==> src/sv/blc_pkg.sv <==
// Shared constants, types and helpers of the binary line centroid block.
`default_nettype none

package blc_pkg;

  // Image geometry limits
  localparam int MAX_COLS = 1024;
  localparam int MAX_ROWS = 1024;
  localparam int COL_W    = $clog2(MAX_COLS);
  localparam int ROW_W    = $clog2(MAX_ROWS);

  // Set-pixel counters saturate at all ones
  localparam int RCNT_W = 11;
  localparam int FCNT_W = 21;
  localparam logic [RCNT_W-1:0] ROW_CNT_CAP   = {RCNT_W{1'b1}};
  localparam logic [FCNT_W-1:0] FRAME_CNT_CAP = {FCNT_W{1'b1}};

  // Sums sized so they never wrap at the count caps
  localparam int RSUM_W  = RCNT_W + COL_W;
  localparam int FCSUM_W = FCNT_W + COL_W;
  localparam int FRSUM_W = FCNT_W + ROW_W;

  // Divider operand widths
  localparam int DVD_W0  = (RSUM_W > FCSUM_W) ? RSUM_W : FCSUM_W;
  localparam int DVD_W   = (DVD_W0 > FRSUM_W) ? DVD_W0 : FRSUM_W;
  localparam int DVS_W   = FCNT_W;
  localparam int DCNT_W  = $clog2(DVD_W + 1);

  // Pixel, threshold and result widths
  localparam int PIX_W = 8;
  localparam int OUT_W = 10;
  localparam logic [PIX_W-1:0] THR_RESET = 8'd128;

  // Result kinds
  localparam logic KIND_ROW   = 1'b0;
  localparam logic KIND_FRAME = 1'b1;

  // Divider operand selection
  localparam logic [1:0] DSEL_ROW  = 2'd0;
  localparam logic [1:0] DSEL_FCOL = 2'd1;
  localparam logic [1:0] DSEL_FROW = 2'd2;

  typedef struct packed {
    logic       acc;        // take one pixel into the accumulators
    logic       div_start;  // launch a division
    logic [1:0] div_sel;    // operands of that division
    logic       save_fcol;  // keep the frame column mean
    logic       put_row;    // load a row result
    logic       put_frame;  // load the frame result
    logic       finish;     // close the row (and frame)
  } ctrl_cmd_t;

  typedef struct packed {
    logic rend;      // held item closes a row
    logic fend;      // held item closes the frame
    logic row_nz;    // row has set pixels
    logic frame_nz;  // frame has set pixels
    logic div_done;  // quotient ready
    logic out_free;  // result register can take a value
  } dp_status_t;

  // Saturate a wide mean to the result width
  function automatic logic [OUT_W-1:0] clamp_out(input logic [DVD_W-1:0] v);
    logic [OUT_W-1:0] r;
    if (v > DVD_W'({OUT_W{1'b1}})) begin
      r = {OUT_W{1'b1}};
    end else begin
      r = v[OUT_W-1:0];
    end
    return r;
  endfunction

endpackage

`default_nettype wire

==> src/sv/blc_div.sv <==
// Restoring divider, one quotient bit per cycle.
`default_nettype none

module blc_div (
  input  wire logic                       clk,
  input  wire logic                       rst_n,
  input  wire logic                       start,
  input  wire logic [blc_pkg::DVD_W-1:0]  dividend,
  input  wire logic [blc_pkg::DVS_W-1:0]  divisor,
  output logic                            busy,
  output logic                            done,
  output logic [blc_pkg::DVD_W-1:0]       quotient
);

  logic [blc_pkg::DVD_W-1:0]  q_r,    q_nxt;
  logic [blc_pkg::DVS_W:0]    rem_r,  rem_nxt;
  logic [blc_pkg::DVS_W-1:0]  dvs_r,  dvs_nxt;
  logic [blc_pkg::DCNT_W-1:0] cnt_r,  cnt_nxt;
  logic                       busy_r, busy_nxt;
  logic                       done_r, done_nxt;

  logic [blc_pkg::DVS_W:0]    shifted;
  logic [blc_pkg::DVS_W+1:0]  diff;

  // Trial subtract of the shifted partial remainder
  assign shifted = {rem_r[blc_pkg::DVS_W-1:0], q_r[blc_pkg::DVD_W-1]};
  assign diff    = {1'b0, shifted} - {2'b00, dvs_r};

  always_comb begin
    q_nxt    = q_r;
    rem_nxt  = rem_r;
    dvs_nxt  = dvs_r;
    cnt_nxt  = cnt_r;
    busy_nxt = busy_r;
    done_nxt = 1'b0;
    if (start) begin
      q_nxt    = dividend;
      rem_nxt  = '0;
      dvs_nxt  = divisor;
      cnt_nxt  = blc_pkg::DCNT_W'(blc_pkg::DVD_W);
      busy_nxt = 1'b1;
    end else if (busy_r) begin
      // Shift in one dividend bit, keep the difference when no borrow
      if (diff[blc_pkg::DVS_W+1]) begin
        rem_nxt = shifted;
        q_nxt   = {q_r[blc_pkg::DVD_W-2:0], 1'b0};
      end else begin
        rem_nxt = diff[blc_pkg::DVS_W:0];
        q_nxt   = {q_r[blc_pkg::DVD_W-2:0], 1'b1};
      end
      cnt_nxt = cnt_r - blc_pkg::DCNT_W'(1);
      if (cnt_r == blc_pkg::DCNT_W'(1)) begin
        busy_nxt = 1'b0;
        done_nxt = 1'b1;
      end
    end
  end

  always_ff @(posedge clk) begin
    q_r   <= q_nxt;
    rem_r <= rem_nxt;
    dvs_r <= dvs_nxt;
    cnt_r <= cnt_nxt;
    if (!rst_n) begin
      busy_r <= 1'b0;
      done_r <= 1'b0;
    end else begin
      busy_r <= busy_nxt;
      done_r <= done_nxt;
    end
  end

  assign busy     = busy_r;
  assign done     = done_r;
  assign quotient = q_r;

endmodule

`default_nettype wire

==> src/sv/blc_ctrl.sv <==
// Controller state machine: sequences accumulation, divisions and results.
`default_nettype none

module blc_ctrl (
  input  wire logic                clk,
  input  wire logic                rst_n,
  input  wire logic                in_valid,
  output logic                     in_ready,
  input  wire blc_pkg::dp_status_t sts,
  output blc_pkg::ctrl_cmd_t       cmd
);

  localparam logic [3:0] S_IDLE    = 4'd0;
  localparam logic [3:0] S_ROW_CHK = 4'd1;
  localparam logic [3:0] S_ROW_DIV = 4'd2;
  localparam logic [3:0] S_ROW_PUT = 4'd3;
  localparam logic [3:0] S_FRM_CHK = 4'd4;
  localparam logic [3:0] S_FC_DIV  = 4'd5;
  localparam logic [3:0] S_FR_DIV  = 4'd6;
  localparam logic [3:0] S_FRM_PUT = 4'd7;
  localparam logic [3:0] S_FIN     = 4'd8;

  logic [3:0] state_r, state_nxt;

  always_comb begin
    state_nxt     = state_r;
    cmd           = '0;
    cmd.div_sel   = blc_pkg::DSEL_ROW;
    in_ready      = 1'b0;
    unique case (state_r)
      S_IDLE: begin
        // Plain pixels stream at one per cycle; hold input once a row end is taken
        if (sts.rend) begin
          state_nxt = S_ROW_CHK;
        end else begin
          in_ready = 1'b1;
          if (in_valid) begin
            cmd.acc = 1'b1;
          end
        end
      end
      S_ROW_CHK: begin
        if (sts.row_nz) begin
          cmd.div_start = 1'b1;
          cmd.div_sel   = blc_pkg::DSEL_ROW;
          state_nxt     = S_ROW_DIV;
        end else begin
          state_nxt = S_FRM_CHK;
        end
      end
      S_ROW_DIV: begin
        if (sts.div_done) begin
          state_nxt = S_ROW_PUT;
        end
      end
      S_ROW_PUT: begin
        if (sts.out_free) begin
          cmd.put_row = 1'b1;
          state_nxt   = S_FRM_CHK;
        end
      end
      S_FRM_CHK: begin
        if (!sts.fend) begin
          state_nxt = S_FIN;
        end else if (sts.frame_nz) begin
          cmd.div_start = 1'b1;
          cmd.div_sel   = blc_pkg::DSEL_FCOL;
          state_nxt     = S_FC_DIV;
        end else begin
          state_nxt = S_FRM_PUT;
        end
      end
      S_FC_DIV: begin
        // Keep the column mean and go straight on to the row mean
        if (sts.div_done) begin
          cmd.save_fcol = 1'b1;
          cmd.div_start = 1'b1;
          cmd.div_sel   = blc_pkg::DSEL_FROW;
          state_nxt     = S_FR_DIV;
        end
      end
      S_FR_DIV: begin
        cmd.div_sel = blc_pkg::DSEL_FROW;
        if (sts.div_done) begin
          state_nxt = S_FRM_PUT;
        end
      end
      S_FRM_PUT: begin
        if (sts.out_free) begin
          cmd.put_frame = 1'b1;
          state_nxt     = S_FIN;
        end
      end
      S_FIN: begin
        cmd.finish = 1'b1;
        state_nxt  = S_IDLE;
      end
      default: begin
        state_nxt = S_IDLE;
      end
    endcase
  end

  always_ff @(posedge clk) begin
    if (!rst_n) begin
      state_r <= S_IDLE;
    end else begin
      state_r <= state_nxt;
    end
  end

endmodule

`default_nettype wire

==> src/sv/blc_dp.sv <==
// Datapath: threshold, accumulators, divider and result register.
`default_nettype none

module blc_dp (
  input  wire logic                       clk,
  input  wire logic                       rst_n,
  input  wire logic                       cfg_wr_en,
  input  wire logic [blc_pkg::PIX_W-1:0]  cfg_wr_data,
  input  wire logic [blc_pkg::PIX_W-1:0]  in_pixel_value,
  input  wire logic                       in_row_end,
  input  wire logic                       in_frame_end,
  output logic                            out_valid,
  input  wire logic                       out_ready,
  output logic                            out_result_kind,
  output logic [blc_pkg::OUT_W-1:0]       out_center_col,
  output logic [blc_pkg::OUT_W-1:0]       out_center_row,
  output logic                            out_last_of_run,
  input  wire blc_pkg::ctrl_cmd_t         cmd,
  output blc_pkg::dp_status_t             sts
);

  logic [blc_pkg::PIX_W-1:0]   thr_r,   thr_nxt;
  logic [blc_pkg::COL_W-1:0]   col_r,   col_nxt;
  logic [blc_pkg::ROW_W-1:0]   row_r,   row_nxt;
  logic [blc_pkg::RSUM_W-1:0]  rsum_r,  rsum_nxt;
  logic [blc_pkg::RCNT_W-1:0]  rcnt_r,  rcnt_nxt;
  logic [blc_pkg::FCSUM_W-1:0] fcsum_r, fcsum_nxt;
  logic [blc_pkg::FRSUM_W-1:0] frsum_r, frsum_nxt;
  logic [blc_pkg::FCNT_W-1:0]  fcnt_r,  fcnt_nxt;
  logic                        rend_r,  rend_nxt;
  logic                        fend_r,  fend_nxt;
  logic [blc_pkg::OUT_W-1:0]   fcol_r,  fcol_nxt;

  logic                        ov_r,    ov_nxt;
  logic                        okind_r, okind_nxt;
  logic [blc_pkg::OUT_W-1:0]   ocol_r,  ocol_nxt;
  logic [blc_pkg::OUT_W-1:0]   orow_r,  orow_nxt;
  logic                        olast_r, olast_nxt;

  logic                        pix_set;
  logic                        rend_in;
  logic [blc_pkg::DVD_W-1:0]   div_dvd;
  logic [blc_pkg::DVS_W-1:0]   div_dvs;
  logic                        div_busy;
  logic                        div_done;
  logic [blc_pkg::DVD_W-1:0]   div_q;

  assign pix_set = (in_pixel_value <= thr_r);
  assign rend_in = in_row_end | in_frame_end;

  // Select divider operands
  always_comb begin
    case (cmd.div_sel)
      blc_pkg::DSEL_FCOL: begin
        div_dvd = blc_pkg::DVD_W'(fcsum_r);
        div_dvs = fcnt_r;
      end
      blc_pkg::DSEL_FROW: begin
        div_dvd = blc_pkg::DVD_W'(frsum_r);
        div_dvs = fcnt_r;
      end
      default: begin
        div_dvd = blc_pkg::DVD_W'(rsum_r);
        div_dvs = blc_pkg::DVS_W'(rcnt_r);
      end
    endcase
  end

  blc_div u_div (
    .clk      (clk),
    .rst_n    (rst_n),
    .start    (cmd.div_start),
    .dividend (div_dvd),
    .divisor  (div_dvs),
    .busy     (div_busy),
    .done     (div_done),
    .quotient (div_q)
  );

  // Accumulate pixels and close rows and frames
  always_comb begin
    thr_nxt   = thr_r;
    col_nxt   = col_r;
    row_nxt   = row_r;
    rsum_nxt  = rsum_r;
    rcnt_nxt  = rcnt_r;
    fcsum_nxt = fcsum_r;
    frsum_nxt = frsum_r;
    fcnt_nxt  = fcnt_r;
    rend_nxt  = rend_r;
    fend_nxt  = fend_r;
    fcol_nxt  = fcol_r;
    if (cfg_wr_en) begin
      thr_nxt = cfg_wr_data;
    end
    if (cmd.acc) begin
      rend_nxt = rend_in;
      fend_nxt = in_frame_end;
      if (pix_set && (rcnt_r != blc_pkg::ROW_CNT_CAP)) begin
        rcnt_nxt = rcnt_r + blc_pkg::RCNT_W'(1);
        rsum_nxt = rsum_r + blc_pkg::RSUM_W'(col_r);
      end
      if (pix_set && (fcnt_r != blc_pkg::FRAME_CNT_CAP)) begin
        fcnt_nxt  = fcnt_r + blc_pkg::FCNT_W'(1);
        fcsum_nxt = fcsum_r + blc_pkg::FCSUM_W'(col_r);
        frsum_nxt = frsum_r + blc_pkg::FRSUM_W'(row_r);
      end
      if (!rend_in && (col_r != blc_pkg::COL_W'(blc_pkg::MAX_COLS - 1))) begin
        col_nxt = col_r + blc_pkg::COL_W'(1);
      end
    end
    if (cmd.save_fcol) begin
      fcol_nxt = blc_pkg::clamp_out(div_q);
    end
    if (cmd.finish) begin
      rend_nxt = 1'b0;
      fend_nxt = 1'b0;
      rsum_nxt = '0;
      rcnt_nxt = '0;
      col_nxt  = '0;
      if (fend_r) begin
        row_nxt   = '0;
        fcsum_nxt = '0;
        frsum_nxt = '0;
        fcnt_nxt  = '0;
      end else if (row_r != blc_pkg::ROW_W'(blc_pkg::MAX_ROWS - 1)) begin
        row_nxt = row_r + blc_pkg::ROW_W'(1);
      end
    end
  end

  // Result register: load on a put, drop when taken
  always_comb begin
    ov_nxt    = ov_r;
    okind_nxt = okind_r;
    ocol_nxt  = ocol_r;
    orow_nxt  = orow_r;
    olast_nxt = olast_r;
    if (ov_r && out_ready) begin
      ov_nxt = 1'b0;
    end
    if (cmd.put_row) begin
      ov_nxt    = 1'b1;
      okind_nxt = blc_pkg::KIND_ROW;
      ocol_nxt  = blc_pkg::clamp_out(div_q);
      orow_nxt  = blc_pkg::clamp_out(blc_pkg::DVD_W'(row_r));
      olast_nxt = ~fend_r;
    end else if (cmd.put_frame) begin
      ov_nxt    = 1'b1;
      okind_nxt = blc_pkg::KIND_FRAME;
      olast_nxt = 1'b1;
      if (fcnt_r != '0) begin
        ocol_nxt = fcol_r;
        orow_nxt = blc_pkg::clamp_out(div_q);
      end else begin
        ocol_nxt = '0;
        orow_nxt = '0;
      end
    end
  end

  always_ff @(posedge clk) begin
    fcol_r  <= fcol_nxt;
    okind_r <= okind_nxt;
    ocol_r  <= ocol_nxt;
    orow_r  <= orow_nxt;
    olast_r <= olast_nxt;
    if (!rst_n) begin
      thr_r   <= blc_pkg::THR_RESET;
      col_r   <= '0;
      row_r   <= '0;
      rsum_r  <= '0;
      rcnt_r  <= '0;
      fcsum_r <= '0;
      frsum_r <= '0;
      fcnt_r  <= '0;
      rend_r  <= 1'b0;
      fend_r  <= 1'b0;
      ov_r    <= 1'b0;
    end else begin
      thr_r   <= thr_nxt;
      col_r   <= col_nxt;
      row_r   <= row_nxt;
      rsum_r  <= rsum_nxt;
      rcnt_r  <= rcnt_nxt;
      fcsum_r <= fcsum_nxt;
      frsum_r <= frsum_nxt;
      fcnt_r  <= fcnt_nxt;
      rend_r  <= rend_nxt;
      fend_r  <= fend_nxt;
      ov_r    <= ov_nxt;
    end
  end

  assign sts.rend     = rend_r;
  assign sts.fend     = fend_r;
  assign sts.row_nz   = (rcnt_r != '0);
  assign sts.frame_nz = (fcnt_r != '0);
  assign sts.div_done = div_done;
  assign sts.out_free = ~ov_r | out_ready;

  assign out_valid       = ov_r;
  assign out_result_kind = okind_r;
  assign out_center_col  = ocol_r;
  assign out_center_row  = orow_r;
  assign out_last_of_run = olast_r;

  // A result never overwrites one that is still waiting
  a_put_free: assert property (@(posedge clk) disable iff (!rst_n)
    (cmd.put_row || cmd.put_frame) |-> sts.out_free)
    else $error("result loaded over a pending result");

  // Row results come only from rows with set pixels
  a_row_nz: assert property (@(posedge clk) disable iff (!rst_n)
    cmd.put_row |-> (rcnt_r != '0))
    else $error("row result for an empty row");

  // Frame result only after a frame end
  a_frame_end: assert property (@(posedge clk) disable iff (!rst_n)
    cmd.put_frame |-> fend_r)
    else $error("frame result without frame end");

  // Quotient ready only at the end of a running division
  a_div_done: assert property (@(posedge clk) disable iff (!rst_n)
    div_done |-> $past(div_busy))
    else $error("divider done without a division");

  // No new pixel taken while a row end is still open
  a_no_acc_open: assert property (@(posedge clk) disable iff (!rst_n)
    cmd.acc |-> !rend_r)
    else $error("pixel taken during row end processing");

endmodule

`default_nettype wire

==> src/sv/binary_line_centroid_top.sv <==
// Top level: thresholded pixel stream to row and frame centroids.
// Pixels that do not end a row are taken at one per cycle.
// A row end blocks input while the row is closed: a row with set pixels first
// runs a division for its result; a frame end with set pixels adds two divisions.
// A finished result sits in the output register while the next pixel is taken.
// rst_n is synchronous, active low: indices and sums clear, threshold is 128.
`default_nettype none

module binary_line_centroid_top (
  input  wire logic                       clk,
  input  wire logic                       rst_n,
  input  wire logic                       cfg_wr_en,
  input  wire logic [blc_pkg::PIX_W-1:0]  cfg_wr_data,
  input  wire logic                       in_valid,
  output logic                            in_ready,
  input  wire logic [blc_pkg::PIX_W-1:0]  in_pixel_value,
  input  wire logic                       in_row_end,
  input  wire logic                       in_frame_end,
  output logic                            out_valid,
  input  wire logic                       out_ready,
  output logic                            out_result_kind,
  output logic [blc_pkg::OUT_W-1:0]       out_center_col,
  output logic [blc_pkg::OUT_W-1:0]       out_center_row,
  output logic                            out_last_of_run
);

  blc_pkg::ctrl_cmd_t  cmd;
  blc_pkg::dp_status_t sts;

  blc_ctrl u_ctrl (
    .clk      (clk),
    .rst_n    (rst_n),
    .in_valid (in_valid),
    .in_ready (in_ready),
    .sts      (sts),
    .cmd      (cmd)
  );

  blc_dp u_dp (
    .clk             (clk),
    .rst_n           (rst_n),
    .cfg_wr_en       (cfg_wr_en),
    .cfg_wr_data     (cfg_wr_data),
    .in_pixel_value  (in_pixel_value),
    .in_row_end      (in_row_end),
    .in_frame_end    (in_frame_end),
    .out_valid       (out_valid),
    .out_ready       (out_ready),
    .out_result_kind (out_result_kind),
    .out_center_col  (out_center_col),
    .out_center_row  (out_center_row),
    .out_last_of_run (out_last_of_run),
    .cmd             (cmd),
    .sts             (sts)
  );

endmodule

`default_nettype wire
==> config.mk <==
export PLATFORM = sky130hd
export DESIGN_NAME = binary_line_centroid_top
export DESIGN_NICKNAME = d
export VERILOG_FILES = /design/src/sv/blc_pkg.sv /design/src/sv/blc_div.sv /design/src/sv/blc_ctrl.sv /design/src/sv/blc_dp.sv /design/src/sv/binary_line_centroid_top.sv
export SDC_FILE = /design/constraint.sdc
export NUM_CORES = 1
export LEC_CHECK = 0
export BUFFER_PORTS_ARGS = -buffer_cell sky130_fd_sc_hd__buf_2
export CORE_MARGIN = 4
export CORE_UTILIZATION = 30
export CTS_BUF_LIST = sky130_fd_sc_hd__clkbuf_8 sky130_fd_sc_hd__clkbuf_16
export DETAILED_ROUTE_END_ITERATION = 7
export GPL_ROUTABILITY_DRIVEN = 0
export MAX_ROUTING_LAYER = met4
export PLACE_DENSITY_LB_ADDON = 0.25
export SETUP_SLACK_MARGIN = 0.05
export SLEW_MARGIN = 0
export SYNTH_ARGS = -nofsm -noshare
export SYNTH_HDL_FRONTEND = slang
export SYNTH_SLANG_ARGS = --single-unit
==> constraint.sdc <==
create_clock -name clk -period 5.9 [get_ports clk]
set_input_delay 0 -clock clk [delete_from_list [all_inputs] [get_ports clk]]
set_output_delay 0 -clock clk [all_outputs]
set_load 0.02 [all_outputs]
==> results.md <==
* Tightest Pin Transition at about 1100 ps
* Worst Setup End Kind: flip-flop
* Syn Area/Cell at a little under 9 um2
* Setup Viol. Count Final at 0
* Worst flop-to-flop path endpoint: u_dp.u_div.rem_r[17]
* Overflow after GRT at 0
* Pre-Repair DR Iteration Count at 5
* CTS clk-pin slew, worst paths at ~50 ps
* Synthesized cell area at roughly 15000 um2
* DR DRC count at 0
* CP Data Arrival Time at 4040 ps
* Hold Violations, Final at 0
* Die Ht at around 230 um
* GRT Total Usage at around 15%
* Routed via count at about 12000
* Antenna viol nets, final at 0
* GRT Max-Usage Layer: met2
* Clock skew at between 20 and 30 ps
* Sink Count at around 260
* Leakage at a little over 0.006 uW
* DR iter-0 viols at 828
* Dominant cell type by area after synthesis: dfxtp_1
* Data required, critical path at roughly 6300 ps
* RSZ-0062 raised after global routing: false
* Avg Vias per Cell at 5.246
* Initial Utilization at between 30% and 40%
* Outcome: complete, no violations
* Root Buffer Master: clkbuf_16
* Placed Cells incl. Taps at 2273
* Startpoint Class: flip-flop
* Area grow syn2layout at 15.24%
* First-pass GRT wire length at about 64000 um
* Post-synth EDFFs at 83
* Top_reg_cell synth: dfxtp_1
* Worst Path Max Fanout at 14
* Fraction of layout cells with a size suffix above 1 at 8.467%
* Power Density at 335.4 nW/um2
* CTS H-tree lvls at 2
* Fraction of synthesized cell area taken by the top area cell type at between 20% and 30%
* Post-DP HPWL at ~28000 um
* Die Area at 52260 um2
* Syn. warnings at 0
* DRT Wirelength at between 30000 and 40000 um
* Ys async rst share at 0%
* Worst R2R Path Depth at 10
* Max Freq at roughly 0.28 GHz
* Setup TNS at 0 ps
* Number of global-route vias before repair at about 12000
* Drt wl/cell at roughly 17 um
* Num CTS Buffers at 34
* Met1 usage at ~20%
* FP Rows at 80
* Cts repair resizes at 0
* # IOs at 47
* Port Buffers at 46
* Met3 Usage GRT at under 10%
* Worst-case vdd ir drop at 0.0001507 V
* Post-Syn Instances at between 1500 and 2000
* CTS tree: done
* Number of library cell types mapped by synthesis at 77
* N_diodes at 0
* Worst setup path start: u_dp.u_div.quotient[30]
* # nets final at 1821
* FF+latch area at between 6000 and 7000 um2
* Crit path capture: u_dp.u_div.rem_r[17]
* Hold Path Class: in -> reg
* Synth top area cells: dfxtp_1 25%, edfxtp_1 17%, ha_1 5.9%, nand2_1 4.7%, a21oi_1 4.3%
* Max_cap viols at 0
* RR Startpoint: u_dp.u_div.quotient[30]
* Placeable Area at approximately 48000 um2
* Seq/Total Area, Yosys at 41.62%
* Worst setup path class: reg -> reg
* FF+latch count, synth at between 200 and 300
* Layout fillers at between 4000 and 5000
* Filler-free cell count of the finished design at 2363
* Relative slew slack at about a quarter
* Final period utilization at 61.14%
* Worst R2R Setup Slack at 2290 ps
* Max Root-Sink Buffers at 3
* Area of the multi-input gates at just under 8000 um2
* Antenna violations before repair at 0
* Clk_lat worst skew at between 500 and 600 ps
* Met2 GRT Util at 24.67%
* Syn nets at 1775
* Largest net degree at the start of global routing at 55
* Pins Over Slew Limit at 0
* Tmin final at around 3600 ps
* Die Span X at 228.6 um
* Worst Hold Launch: cfg_wr_en
[critical path, cell delays in order, from the launching register on]
cell,delay [ps]
edfxtp_1,360
inv_1,50
ha_1,200
fa_1,410
nand2b_1,190
a21oi_1,250
o21ai_0,290
a211oi_1,500
o32a_1,830
nand3_1,190
a31oi_1,240
[what timing repair did]
action                                 4_1_cts  5_1_grt
buffers inserted                             0        0
hold buffers                                31        0
endpoints found under the hold margin       22        0
[layer usage]
metal,up-vias,routed length [um]
li1,6172,-
met1,5956,19030
met2,211,18580
met3,57,1253
met4,0,808
met5,-,0
[power by group]
group | leakage [uW] | switching, uW | internal [uW]
Clock | 0.000565 | 802 | 1240
Combinational | 0.00345 | 861 | 518
Sequential | 0.00216 | 152 | 2070
Total | 0.00618 | 1810 | 3830
[cell families after synthesis]
group	Yosys count	share of synthesized area, %
buf+inv	159	4.225
mux	40	2.837
flops	262	41.62
simple gates	643	21.67
xor+xnor	95	5.699
compound gates	407	17.49
fa+ha+maj	73	6.462
[layout by cell type, fill, tap and decap left out, types with 17 or more instances in the layout]
cell type,n
o21a_1,27
o21ai_0,97
and3_1,19
dlygate4sd3_1,31
a22oi_1,31
nor4_1,31
clkbuf_16,34
nor2_1,161
xnor2_1,58
edfxtp_1,83
nand4_1,37
nor2b_1,32
a21oi_1,126
ha_1,68
xor2_1,37
buf_2,46
mux2i_1,29
or3_1,24
buf_4,17
nand2_1,184
inv_1,84
nor3_1,31
dfxtp_1,179
nand3_1,55
o31ai_1,18
[worst min-delay path by stage]
stage                          to  depth (start not counted)
finish              u_dp.thr_r[7]                          3
global route        u_dp.thr_r[7]                          3
CTS                 u_dp.thr_r[7]                          3
detailed placement  u_dp.thr_r[7]                          3
global placement    u_dp.thr_r[7]                          3
floorplan           u_dp.thr_r[7]                          2
[metrics by stage]
step / hold WS (ps) / total power, uW / area (um2) / setup WS [ps] / utilization [%]
after floorplan: 130.4 / 3251 / 14600 / 2900 / -
after global placement: 230.2 / 3598 / 15420 / 2265 / 32.17
after detailed placement: 232.1 / 3614 / 15420 / 2285 / 32.17
after CTS: 394.3 / 5706 / 16820 / 2298 / 35.09
after global routing: 434.3 / 5961 / 16820 / 2019 / 35.09
final: 427.5 / 5642 / 16820 / 2293 / 35.09
[synth_stat cells, drive strengths merged (5+ instances only)]
master / n
o21ai: 102
nor4b: 8
buf: 18
nand3: 55
nor3: 33
o21a: 27
or4: 14
clkbuf: 66
a211oi: 13
mux2i: 29
dfxtp: 179
a22oi: 31
mux2: 11
or3: 24
o211ai: 9
a31oi: 8
nor2b: 32
nor2: 162
inv: 75
o21bai: 5
xor2: 37
xnor2: 58
nand2: 185
nor4: 31
and2: 8
a21oi: 126
a211o: 6
nand4: 37
o31ai: 18
edfxtp: 83
and3: 20
a21o: 15
nand2b: 11
and4: 7
ha: 69
[area by class of cell]
cell class / count / area share (%)
Tap cell: 615 / 4.574
Multi-Input combinational cell: 1258 / 47.18
Sequential cell: 262 / 36.11
Clock inverter: 24 / 1.346
Inverter: 75 / 1.673
Timing Repair Buffer: 94 / 3.971
Clock buffer: 35 / 5.139
[state kept, by name (all words and copies together) (netlist names), 11 cells and up]
name and flops:
u_dp.rsum_r 21, u_dp.u_div.rem_r 21, u_dp.frsum_r 31, u_dp.u_div.dvs_r 21, u_dp.fcnt_r 21, u_dp.fcsum_r 31, u_dp.u_div.quotient 31, u_dp.rcnt_r 11
Power figures use the tool's default switching activity.
